File: config.mk
export PLATFORM = sky130hd
export DESIGN_NAME = echo_pulse_rangefinder
export DESIGN_NICKNAME = d
export VERILOG_FILES = /design/src/sv/erf_pkg.sv /design/src/sv/erf_div.sv /design/src/sv/erf_dp.sv /design/src/sv/erf_ctrl.sv /design/src/sv/echo_pulse_rangefinder.sv
export SDC_FILE = /design/constraint.sdc
export NUM_CORES = 1
export LEC_CHECK = 0
export BUFFER_PORTS_ARGS = -buffer_cell sky130_fd_sc_hd__clkbuf_2
export CORE_UTILIZATION = 33
export CTS_CLUSTER_SIZE = 28
export DETAILED_ROUTE_END_ITERATION = 10
export GPL_TIMING_DRIVEN = 0
export SYNTH_ARGS = -nofsm -noshare
export SYNTH_HDL_FRONTEND = slang
export SYNTH_SLANG_ARGS = --single-unit
export TNS_END_PERCENT = 30
File: constraint.sdc
create_clock -name clock -period 7.6 [get_ports clock]
set_clock_uncertainty 0.2 [all_clocks]
set_input_delay 0.38 -clock clock [delete_from_list [all_inputs] [get_ports clock]]
set_output_delay 0.38 -clock clock [all_outputs]
set_load 0.05 [all_outputs]
File: src/sv/erf_pkg.sv
`timescale 1ns / 1ps
// Package for the echo pulse rangefinder: sizes, reset values, register indexes
// and the command/status structs between controller and datapath. No dependencies.
package erf_pkg;

   localparam int TIMER_BITS_DEF    = 16;
   localparam int OVERFLOW_BITS_DEF = 8;

   localparam int WIDTH_BITS = 24;   // pulse width in ticks / microseconds
   localparam int DIST_BITS  = 16;
   localparam int ZONE_BITS  = 2;
   localparam int DVS_W      = 8;    // divisor width (both divisor registers)
   localparam int CSR_IDX_W  = 2;
   localparam int CSR_DATA_W = 16;

   // Shared divider: dividend holds us * 10 (< 2^28), two quotient bits per step
   localparam int DIV_W     = 28;
   localparam int DIV_STEPS = DIV_W / 2;
   localparam int CNT_W     = $clog2(DIV_STEPS);

   localparam logic [CSR_IDX_W-1:0] CSR_TICKS_PER_US = 2'd0;
   localparam logic [CSR_IDX_W-1:0] CSR_US_PER_MM    = 2'd1;
   localparam logic [CSR_IDX_W-1:0] CSR_MID_LOW      = 2'd2;
   localparam logic [CSR_IDX_W-1:0] CSR_MID_HIGH     = 2'd3;

   localparam logic [DVS_W-1:0]     TICKS_PER_US_RST = 8'd16;
   localparam logic [DVS_W-1:0]     US_PER_MM_RST    = 8'd58;
   localparam logic [DIST_BITS-1:0] MID_LOW_RST      = 16'd70;
   localparam logic [DIST_BITS-1:0] MID_HIGH_RST     = 16'd120;

   localparam logic [ZONE_BITS-1:0] ZONE_NEAR = 2'd0;
   localparam logic [ZONE_BITS-1:0] ZONE_MID  = 2'd1;
   localparam logic [ZONE_BITS-1:0] ZONE_FAR  = 2'd2;

   localparam logic CMD_OVERFLOW = 1'b0;
   localparam logic CMD_CAPTURE  = 1'b1;

   typedef struct packed {
      logic bump_overflow;   // timer overflow item
      logic capture_start;   // rising-edge capture item
      logic load_div1;       // falling-edge capture: ticks / ticks_per_us
      logic div_step;
      logic load_div2;       // us * 10 / us_per_mm_tenths
      logic load_rsp;
   } erf_cmd_type;

   typedef struct packed {
      logic is_overflow;
      logic is_rise;
   } erf_status_type;

endpackage

File: src/sv/erf_div.sv
`timescale 1ns / 1ps
// Shared restoring divider, two quotient bits per cycle while step is high,
// quotient shifted into the dividend register. Depends on erf_pkg.
module erf_div import erf_pkg::*; (
   input  logic             clock,
   input  logic             load,
   input  logic             step,
   input  logic [DIV_W-1:0] dividend,
   input  logic [DVS_W-1:0] divisor,
   output logic [DIV_W-1:0] quotient
);

   logic [DIV_W-1:0] num_ff, num_in;
   logic [DVS_W-1:0] rem_ff, rem_in;
   logic [DVS_W-1:0] dvs_ff, dvs_in;
   logic [DVS_W:0]   r1, r2, d_ext;
   logic [DVS_W-1:0] r1_n;
   logic             q1, q2;

   always_comb begin
      d_ext = {1'b0, dvs_ff};
      r1    = {rem_ff, num_ff[DIV_W-1]};
      q1    = (r1 >= d_ext);
      r1_n  = q1 ? DVS_W'(r1 - d_ext) : r1[DVS_W-1:0];
      r2    = {r1_n, num_ff[DIV_W-2]};
      q2    = (r2 >= d_ext);
      num_in = num_ff;
      rem_in = rem_ff;
      dvs_in = dvs_ff;
      if (load) begin
         num_in = dividend;
         rem_in = '0;
         dvs_in = (divisor == '0) ? DVS_W'(1) : divisor;   // zero treated as one
      end else if (step) begin
         num_in = {num_ff[DIV_W-3:0], q1, q2};
         rem_in = q2 ? DVS_W'(r2 - d_ext) : r2[DVS_W-1:0];
      end
   end

   always_ff @(posedge clock) begin
      num_ff <= num_in;
      rem_ff <= rem_in;
      dvs_ff <= dvs_in;
   end

   assign quotient = num_ff;

endmodule

File: src/sv/erf_dp.sv
`timescale 1ns / 1ps
// Datapath: config registers, start stamp, overflow count, tick arithmetic,
// shared divider and result register. Depends on erf_pkg and erf_div.
module erf_dp import erf_pkg::*; #(
   parameter int TIMER_BITS    = TIMER_BITS_DEF,
   parameter int OVERFLOW_BITS = OVERFLOW_BITS_DEF
) (
   input  logic                  clock,
   input  logic                  reset,
   input  logic                  req_command,
   input  logic                  req_echo_level,
   input  logic [15:0]           req_capture_time,
   input  logic                  csr_we,
   input  logic [CSR_IDX_W-1:0]  csr_index,
   input  logic [CSR_DATA_W-1:0] csr_data,
   input  erf_cmd_type           cmd,
   output erf_status_type        status,
   output logic [WIDTH_BITS-1:0] rsp_pulse_us,
   output logic [DIST_BITS-1:0]  rsp_distance_mm,
   output logic [ZONE_BITS-1:0]  rsp_zone
);

   localparam int EXT_W = TIMER_BITS + OVERFLOW_BITS + WIDTH_BITS;

   logic [DVS_W-1:0]         tpu_ff, tpu_in;
   logic [DVS_W-1:0]         upm_ff, upm_in;
   logic [DIST_BITS-1:0]     mid_low_ff, mid_low_in;
   logic [DIST_BITS-1:0]     mid_high_ff, mid_high_in;
   logic [TIMER_BITS-1:0]    start_ff, start_in;
   logic [OVERFLOW_BITS-1:0] ovf_ff, ovf_in;
   logic [WIDTH_BITS-1:0]    us_ff, us_in;
   logic [WIDTH_BITS-1:0]    pulse_ff, pulse_in;
   logic [DIST_BITS-1:0]     dist_ff, dist_in;
   logic [ZONE_BITS-1:0]     zone_ff, zone_in;

   logic [EXT_W-1:0]      ext_sum;
   logic [WIDTH_BITS-1:0] ticks, q_us;
   logic [DIV_W-1:0]      dividend, quotient;
   logic [DVS_W-1:0]      divisor;
   logic [DIST_BITS-1:0]  dist_sat;

   assign status.is_overflow = (req_command == CMD_OVERFLOW);
   assign status.is_rise     = (req_command == CMD_CAPTURE) && req_echo_level;

   // end - start + count * 2^TIMER_BITS, kept to 24 bits
   assign ext_sum = (EXT_W'(ovf_ff) << TIMER_BITS)
                  + EXT_W'(TIMER_BITS'(req_capture_time))
                  - EXT_W'(start_ff);
   assign ticks = ext_sum[WIDTH_BITS-1:0];
   assign q_us  = quotient[WIDTH_BITS-1:0];

   always_comb begin
      if (cmd.load_div2) begin
         dividend = (DIV_W'(q_us) << 3) + (DIV_W'(q_us) << 1);
         divisor  = upm_ff;
      end else begin
         dividend = DIV_W'(ticks);
         divisor  = tpu_ff;
      end
   end

   erf_div u_div (
      .clock    (clock),
      .load     (cmd.load_div1 | cmd.load_div2),
      .step     (cmd.div_step),
      .dividend (dividend),
      .divisor  (divisor),
      .quotient (quotient)
   );

   assign dist_sat = (quotient[DIV_W-1:DIST_BITS] != '0) ? '1 : quotient[DIST_BITS-1:0];

   always_comb begin
      tpu_in      = tpu_ff;
      upm_in      = upm_ff;
      mid_low_in  = mid_low_ff;
      mid_high_in = mid_high_ff;
      if (csr_we) begin
         unique case (csr_index)
            CSR_TICKS_PER_US: tpu_in      = csr_data[DVS_W-1:0];
            CSR_US_PER_MM:    upm_in      = csr_data[DVS_W-1:0];
            CSR_MID_LOW:      mid_low_in  = csr_data[DIST_BITS-1:0];
            CSR_MID_HIGH:     mid_high_in = csr_data[DIST_BITS-1:0];
         endcase
      end

      start_in = start_ff;
      ovf_in   = ovf_ff;
      if (cmd.bump_overflow) begin
         ovf_in = ovf_ff + OVERFLOW_BITS'(1);
      end else if (cmd.capture_start) begin
         start_in = TIMER_BITS'(req_capture_time);
         ovf_in   = '0;
      end

      us_in = cmd.load_div2 ? q_us : us_ff;

      pulse_in = pulse_ff;
      dist_in  = dist_ff;
      zone_in  = zone_ff;
      if (cmd.load_rsp) begin
         pulse_in = us_ff;
         dist_in  = dist_sat;
         if (dist_sat >= mid_low_ff && dist_sat <= mid_high_ff) begin
            zone_in = ZONE_MID;
         end else if (dist_sat > mid_high_ff) begin
            zone_in = ZONE_FAR;
         end else begin
            zone_in = ZONE_NEAR;
         end
      end
   end

   always_ff @(posedge clock) begin
      if (reset) begin
         tpu_ff      <= TICKS_PER_US_RST;
         upm_ff      <= US_PER_MM_RST;
         mid_low_ff  <= MID_LOW_RST;
         mid_high_ff <= MID_HIGH_RST;
         start_ff    <= '0;
         ovf_ff      <= '0;
      end else begin
         tpu_ff      <= tpu_in;
         upm_ff      <= upm_in;
         mid_low_ff  <= mid_low_in;
         mid_high_ff <= mid_high_in;
         start_ff    <= start_in;
         ovf_ff      <= ovf_in;
      end
   end

   always_ff @(posedge clock) begin
      us_ff    <= us_in;
      pulse_ff <= pulse_in;
      dist_ff  <= dist_in;
      zone_ff  <= zone_in;
   end

   assign rsp_pulse_us    = pulse_ff;
   assign rsp_distance_mm = dist_ff;
   assign rsp_zone        = zone_ff;

endmodule

File: src/sv/erf_ctrl.sv
`timescale 1ns / 1ps
// Controller: sequences item intake, the two divisions and the result handoff.
// Depends on erf_pkg.
module erf_ctrl import erf_pkg::*; (
   input  logic           clock,
   input  logic           reset,
   input  logic           req_valid,
   output logic           req_ready,
   output logic           rsp_valid,
   input  logic           rsp_ready,
   input  erf_status_type status,
   output erf_cmd_type    cmd
);

   localparam logic [2:0] S_IDLE  = 3'd0;
   localparam logic [2:0] S_DIV1  = 3'd1;
   localparam logic [2:0] S_LOAD2 = 3'd2;
   localparam logic [2:0] S_DIV2  = 3'd3;
   localparam logic [2:0] S_DONE  = 3'd4;

   logic [2:0]       state_ff, state_in;
   logic [CNT_W-1:0] cnt_ff, cnt_in;
   logic             rsp_valid_ff, rsp_valid_in;
   logic             last_step, accept, out_free;

   assign req_ready = (state_ff == S_IDLE);
   assign accept    = req_valid && req_ready;
   assign last_step = (cnt_ff == CNT_W'(DIV_STEPS - 1));
   assign out_free  = !rsp_valid_ff || rsp_ready;

   always_comb begin
      state_in = state_ff;
      cnt_in   = cnt_ff;
      cmd      = '0;
      unique case (state_ff)
         S_IDLE: begin
            if (accept) begin
               if (status.is_overflow) begin
                  cmd.bump_overflow = 1'b1;
               end else if (status.is_rise) begin
                  cmd.capture_start = 1'b1;
               end else begin
                  cmd.load_div1 = 1'b1;
                  cnt_in        = '0;
                  state_in      = S_DIV1;
               end
            end
         end
         S_DIV1: begin
            cmd.div_step = 1'b1;
            cnt_in       = cnt_ff + CNT_W'(1);
            if (last_step) state_in = S_LOAD2;
         end
         S_LOAD2: begin
            cmd.load_div2 = 1'b1;
            cnt_in        = '0;
            state_in      = S_DIV2;
         end
         S_DIV2: begin
            cmd.div_step = 1'b1;
            cnt_in       = cnt_ff + CNT_W'(1);
            if (last_step) state_in = S_DONE;
         end
         S_DONE: begin
            if (out_free) begin
               cmd.load_rsp = 1'b1;
               state_in     = S_IDLE;
            end
         end
         default: state_in = S_IDLE;
      endcase

      if (cmd.load_rsp) begin
         rsp_valid_in = 1'b1;
      end else if (rsp_ready) begin
         rsp_valid_in = 1'b0;
      end else begin
         rsp_valid_in = rsp_valid_ff;
      end
   end

   always_ff @(posedge clock) begin
      if (reset) begin
         state_ff     <= S_IDLE;
         cnt_ff       <= '0;
         rsp_valid_ff <= 1'b0;
      end else begin
         state_ff     <= state_in;
         cnt_ff       <= cnt_in;
         rsp_valid_ff <= rsp_valid_in;
      end
   end

   assign rsp_valid = rsp_valid_ff;

endmodule

File: src/sv/echo_pulse_rangefinder.sv
`timescale 1ns / 1ps
// Echo pulse rangefinder top level: controller plus datapath.
// Depends on erf_pkg, erf_ctrl, erf_dp (and erf_div below it).
//
// Items are timer events. An overflow item (command 0) bumps the wrapping
// overflow count and a rising-edge capture (command 1, echo_level 1) stores
// the start stamp and clears that count; both leave the block idle and give no
// result. A falling-edge capture computes ticks = end - start + count *
// 2^TIMER_BITS (mod 2^24), then pulse_us = ticks / ticks_per_us and
// distance_mm = pulse_us * 10 / us_per_mm_tenths (saturated at 65535), plus
// a near/middle/far zone from the two thresholds. A zero divisor register
// acts as one. Both divisions run on one shared divider that retires two
// quotient bits per cycle. A falling-edge item is accepted with the first
// divider load, then runs the first division, the second divider load and
// the second division; req_ready stays low until the result load. The result
// sits in an output register, so overflow and rising-edge items are still
// taken while it waits for rsp_ready; a following falling-edge item is
// computed but holds, with req_ready low, until that register frees.
// Configuration writes take effect at once and should only be made while
// no measurement is in flight.
module echo_pulse_rangefinder import erf_pkg::*; #(
   parameter int TIMER_BITS    = TIMER_BITS_DEF,
   parameter int OVERFLOW_BITS = OVERFLOW_BITS_DEF
) (
   input  logic                  clock,
   input  logic                  reset,
   // event items
   input  logic                  req_valid,
   output logic                  req_ready,
   input  logic                  req_command,
   input  logic                  req_echo_level,
   input  logic [15:0]           req_capture_time,
   // measurement items
   output logic                  rsp_valid,
   input  logic                  rsp_ready,
   output logic [WIDTH_BITS-1:0] rsp_pulse_us,
   output logic [DIST_BITS-1:0]  rsp_distance_mm,
   output logic [ZONE_BITS-1:0]  rsp_zone,
   // register writes
   input  logic                  csr_we,
   input  logic [CSR_IDX_W-1:0]  csr_index,
   input  logic [CSR_DATA_W-1:0] csr_data
);

   erf_cmd_type    cmd;
   erf_status_type status;

   erf_ctrl u_ctrl (
      .clock     (clock),
      .reset     (reset),
      .req_valid (req_valid),
      .req_ready (req_ready),
      .rsp_valid (rsp_valid),
      .rsp_ready (rsp_ready),
      .status    (status),
      .cmd       (cmd)
   );

   erf_dp #(
      .TIMER_BITS    (TIMER_BITS),
      .OVERFLOW_BITS (OVERFLOW_BITS)
   ) u_dp (
      .clock            (clock),
      .reset            (reset),
      .req_command      (req_command),
      .req_echo_level   (req_echo_level),
      .req_capture_time (req_capture_time),
      .csr_we           (csr_we),
      .csr_index        (csr_index),
      .csr_data         (csr_data),
      .cmd              (cmd),
      .status           (status),
      .rsp_pulse_us     (rsp_pulse_us),
      .rsp_distance_mm  (rsp_distance_mm),
      .rsp_zone         (rsp_zone)
   );

endmodule

## After elaboration in Yosys (flattened, before gate mapping)

Index checks and enable logic that the tools add are counted.

| word-level totals | value |
|---|---|
| memory bits (writable) | 0 |
| bits in registers | 190 |
| input port bits | 41 |
| ROM bits | 0 |
| output and inout port bits | 44 |
| memories | 0 |
| latch bits | 0 |
| logic and storage cells | 98 |

| cells by class | value |
|---|---|
| reduce and logical (&&, ||, !) cells | 21 |
| $add $sub $neg | 7 |
| multiplexer cells | 33 |
| magnitude comparators | 5 |
| divide/modulo/power cells | 0 |
| $mul | 0 |
| eq/ne operators | 14 |
| shifts and indexed selects | 0 |
| bitwise operators | 2 |

Operator list:

| cell | count |
|---|---|
| two-way mux 28 bit | 3 |
| two-way mux 8 bit | 5 |
| adder 27 x 25 -> 28 bit | 1 |
| adder 24 x 16 -> 24 bit | 1 |
| two-way mux 3 bit | 8 |
| subtractor 24 x 16 -> 24 bit | 1 |
| greater-or-equal comparator 9 x 8 -> 1 bit | 2 |
| greater-or-equal comparator 16 bit | 1 |
| > comparator 16 bit | 1 |
| <= comparator 16 bit | 1 |
| two-way mux 16 bit | 1 |
| subtractor 8 bit | 2 |
| case mux 3 bit (5 select lines) | 1 |
| two-way mux 4 bit | 3 |
| case mux 4 bit (3 select lines) | 1 |
| nonzero test 12 bit | 1 |
| AND reduction 2 bit | 5 |
| two-way mux 1 bit | 9 |
| adder 8 x 1 -> 8 bit (second input constant) | 1 |
| logical NOT 8 bit | 1 |
| == test 3 x 2 -> 1 bit (second input constant) | 2 |
| != test 2 x 1 -> 1 bit (second input constant) | 3 |
| != test 2 bit (second input constant) | 3 |
| AND reduction 6 bit | 1 |
| other kinds (18) | 24 |

## Longest topological paths before layout

| logic depth | value |
|---|---|
| word-level depth | 7 |
| gate-level depth with buffers | 22 |
| gate-level depth less buffers | 21 |

## Cells and area by module

A second synthesis with hierarchy kept.

| unflattened totals | value |
|---|---|
| cells, all modules | 1239 |
| area total of the unflattened synthesis | 11542.3 um^2 |

By module, submodules not included:

| module | instances | cells each | area an instance (um^2) | sequential area each (um^2) |
|---|---|---|---|---|
| erf_dp | 1 | 942 | 8280.4 | 3423.3 |
| erf_div | 1 | 239 | 2752.6 | 1241.2 |
| erf_ctrl | 1 | 58 | 509.2 | 160.2 |

## Worst setup path before layout

No wires, ideal clock.

| path | value |
|---|---|
| kind | reg-to-reg |
| from | reg u_dp.u_div.dvs_ff[1] |
| to | reg u_dp.u_div.num_ff[0] (netlist: u_dp.u_div.quotient[0]), data pin |
| required time | 7.086 ns |
| clock period less this slack | 3.931 ns |
| arrival time | 3.416 ns |
| stages on the path, launching flop included | 21 |
| setup time | 0.314 ns |
| path slack | 3.669 ns |
| buffers on the path | 1 |
| path through | edfxtp_1 -> inv_1 -> ha_1 -> a21oi_1 -> o221a_2 -> a21oi_1 -> o21ai_0 -> nand2_1 -> o21ai_0 -> inv_1 -> ha_1 -> nor2b_1 -> o21ai_0 -> a21oi_1 -> o21a_1 -> o21ai_0 -> nand2b_1 -> a21o_1 -> buf_2 -> nor2_1 -> a211oi_1 |

| on the way | value |
|---|---|
| word-level cells in the longest chain between the ends | 5 |
| elaborated cells on any way between the ends | 6 |
| those cells by class | add/sub: 1; order compare: 2; mux: 3 |

RTL lines:

| element | RTL line | text |
|---|---|---|
| start, declared | erf_div.sv:15 | `logic [DVS_W-1:0] dvs_ff, dvs_in;` |
| start signal, assigned | erf_div.sv:43 | `dvs_ff <= dvs_in;` |
| subtractor 8 bit or greater-or-equal comparator 9 x 8 -> 1 bit (tied branches) | erf_div.sv:24, erf_div.sv:23 |  |
| two-way mux 8 bit | erf_div.sv:24 | `r1_n = q1 ? DVS_W'(r1 - d_ext) : r1[DVS_W-1:0];` |
| greater-or-equal comparator 9 x 8 -> 1 bit * | erf_div.sv:26 | `q2 = (r2 >= d_ext);` |
| two-way mux 28 bit * | erf_div.sv:34 | `end else if (step) begin` |
| two-way mux 28 bit * | erf_div.sv:30 | `if (load) begin` |
| named net u_dp.u_div.num_in[0] | erf_div.sv:13 | `logic [DIV_W-1:0] num_ff, num_in;` |
| end signal, assigned | erf_div.sv:41 | `num_ff <= num_in;` |
| end, declared | erf_div.sv:13 |  |

The timed path passes the listed nets; every way through them passes the cells marked *. The select of a mux whose other input is x is not followed.
A chain may end at the register's enable or synchronous reset.

## Worst setup path after layout

Ends and elaborated chain as after synthesis.

==> out/results.ini <==
[outcome]
status=finished, final reports clean

[detailed_routing]
drtPass1Iterations=5
wl_per_cell_um=16.0
ant_nets=0
drc=0
totalWireLength_um=25900
vias=8126
via_per_inst=5.00
dr.first_iter.drc_count=473

[critical_path]
startpoint=u_dp.u_div.dvs_ff[1]
critPathBufInv=3
cp.arrival_ns=4.52
worst_path_max_delay_cell=edfxtp_1
r2r_start=u_dp.u_div.dvs_ff[1]
reg2reg_slack_ns=3.02
worstPathRequired_ns=7.54
start_kind=flip-flop
crit_top_cell=o21ai_0
critPathTopFamily=compound AO/OA/AOI/OAI gates
critPathMaxFanout=10
cp_cell_sequence=inv_1 -> ha_1 -> a21oi_1 -> o221a_2 -> a21oi_1 -> o21ai_0 -> nand2_1 -> o21ai_0 -> inv_1 -> ha_1 -> nor2b_1 -> o21ai_0 -> a21oi_1 -> o21a_1 -> o21ai_0 -> nand2b_1 -> a21o_1 -> buf_2 -> nor2_1 -> a211oi_1
endpoint_kind=flip-flop
max_stage_delay_ns=0.37
path_class=reg -> reg

[placement]
io_buffers=83
gp_congestion=0.874
dpl_cell_area_mm2=0.0114
dpl.hpwl_um=19700

[floorplanning]
die_h_um=180
initial_core_util_pct=33.8
io_pins=85
die_area_mm2=0.0324
die_w_um=180
core.rowCount=64
core_mm2=0.0309

[job]
drv_cap=0

[sta]
max_clock_freq_mhz=218
grt_setup_unrepaired=no
period_needed_ns=4.58
tightest_slew_ns=1.29
max_slew_margin_pct=14.2
finalSetupViolCount=0
min_period_over_period_pct=60.2
fin_tns_setup_ns=0
finalHoldViolCount=0
final_max_slew_viol_count=0

[synthesis]
yosysWarnings=0
synth-edff-count=102
syn_area_per_cell_um2=9.60
synth_fp_nets=1224
ys_seq_area_share_pct=46.1
synth_cell_types=61
ys_seq_elements=190
async_flop_share_pct=0
netlist_area_mm2=0.0105
synth-main-ff-cell=edfxtp_1
netlist_instances=1089

[clock_network]
path_clk_slew_ns=0.08
post-cts-setup-buffers=0
cts-buffers-inserted=17
htree_levels=4
post_cts_resized=0
root_buffer=clkbuf_16
postCtsHoldBufs=23
clock_path_buffers=2
tritoncts=done
insertion_delay_ns=0.44
cts.sinks=190

[power]
p_per_area_mw_per_mm2=227
peakVddDrop_mv=0.149
leakage_uw=0.00478

[global_route]
grt_pass1_wl_um=41900
antenna_found_initial=0
grt_util_all_layers_pct=16.3
grt-ovfl-total=0
grt_max_degree=36
grt_pass1_vias=7986

[finish]
final_nets=1350
final_util_pct=39.5
syn_to_final_growth_pct=16.7
drive_above_1_share_pct=12.3
fill_cells=3044
fin_area_mm2=0.0122
num_antenna_cells=0

[min_path]
hold_path_class=in -> reg
min_from=req_capture_time[3]

-- metrics by stage --
step	hold WS, ns	power (µW)	cells	worst slack [ns]
detailed placement	0.205	1910	1569	3.02
finish	0.0119	2770	1624	3.02
CTS	0.00110	2790	1624	3.01
global placement	0.201	1890	1568	3.01
floorplan	0.200	1740	1089	3.67
global route	0.0143	2930	1624	2.46
-- registers in the layout, summed over array words and instances, names as in the netlist, 2 cells and up --
signal / cells
u_dp.u_div.quotient: 28
u_dp.rsp_pulse_us: 24
u_dp.us_ff: 24
u_dp.mid_high_ff: 16
u_dp.mid_low_ff: 16
u_dp.rsp_distance_mm: 16
u_dp.start_ff: 16
u_dp.ovf_ff: 8
u_dp.tpu_ff: 8
u_dp.u_div.dvs_ff: 8
u_dp.u_div.rem_ff: 8
u_dp.upm_ff: 8
u_ctrl.cnt_ff: 4
u_ctrl.state_ff: 3
u_dp.rsp_zone: 2
-- report_power, final --
group	total (µW)	internal [µW]	switching (µW)
clock network	878	438	440
registers	1170	1130	43.4
logic	724	331	392
total	2770	1900	876
-- worst reg2reg max path, stage by stage, from the launching register on --
cell      delay, ns
edfxtp_1       0.37
inv_1          0.17
ha_1           0.28
a21oi_1        0.19
o221a_2        0.24
a21oi_1        0.10
o21ai_0        0.18
nand2_1        0.28
o21ai_0        0.35
inv_1          0.13
ha_1           0.30
nor2b_1        0.13
o21ai_0        0.21
a21oi_1        0.13
o21a_1         0.20
o21ai_0        0.17
nand2b_1       0.11
a21o_1         0.18
buf_2          0.21
nor2_1         0.12
a211oi_1       0.05
-- layout make-up --
class                   instances  area [µm²]  area share (%)
plain buffers                  35         134            1.10
clock buffers                  17         425            3.49
clock inverters                15         148            1.21
inverters                      84         315            2.58
multi-input cells             780        5190            42.6
flip-flops and latches        190        4820            39.5
well taps                     396         495            4.06
repair buffers                107         666            5.46
-- Yosys cell counts (all sizes together) (3+ instances only) --
master    n  area [µm²]
nand2   150         566
edfxtp  102        3060
a21oi    97         489
ha       90        1130
dfxtp    88        1760
inv      82         308
nor2     62         233
o21ai    56         280
xnor2    32         280
clkbuf   31         116
a21o     26         195
nand3    25         125
mux2i    20         200
xor2     20         175
nor3     17        90.1
or2      17         106
nor2b    15        93.8
a211oi   14         110
nand4    13        81.3
nand2b   12        75.1
o21a     11        82.6
a211o    10        87.6
a22oi     8        60.1
mux2      7        78.8
nor4      7        43.8
nand3b    6        45.0
a31oi     5        31.3
and3      5        31.3
o21bai    5        37.5
a221oi    4        41.3
buf       4        16.3
fa        4        80.1
o22ai     4        25.0
o31a      4        35.0
o31ai     4        30.0
and2      3        18.8
and4      3        26.3
nor3b     3        22.5
o211ai    3        27.5
or3       3        18.8
-- cell usage in the layout, fill, tap and decap left out, types with 10 or more instances in the layout --
cell           count
a211o_1           10
a211oi_1          13
a21o_1            26
a21oi_1           96
clkbuf_1          30
clkbuf_16         17
clkbuf_2          84
dfxtp_1           88
dlygate4sd3_1     23
edfxtp_1         102
ha_1              90
inv_1             82
mux2i_1           20
nand2_1          149
nand2b_1          12
nand3_1           25
nand4_1           13
nor2_1            61
nor2b_1           15
nor3_1            16
o21a_1            11
o21ai_0           51
or2_2             16
xnor2_1           32
xor2_1            20
-- cells by family after synthesis --
group	synth area share (%)
AOI/OAI and AO/OA	15.6
xor gates and xnor gates	4.35
adders and majority gates	11.5
buffers and inverters	4.28
DFF	46.1
muxes	2.67
and+or+nand+nor	15.4
-- path summary, 6_finish.rpt --
path,end,cells past startpoint
worst min-delay path,u_dp.start_ff[3],3
worst min register to register,u_dp.rsp_pulse_us[6],0
worst max-delay path,u_dp.u_div.quotient[0],20
worst max register to register,u_dp.u_div.quotient[0],20
-- metal layers --
metal	GRT usage (%)	share of wire, %	wire, µm	up-vias
met5	0	0	0	-
met1	22.8	50	13000	3827
li1	-	-	-	4120
met4	4.21	1.4	368	0
met3	2.95	4.0	1050	22
met2	25.9	44	11500	157
(Power assumes the default switching activity.)
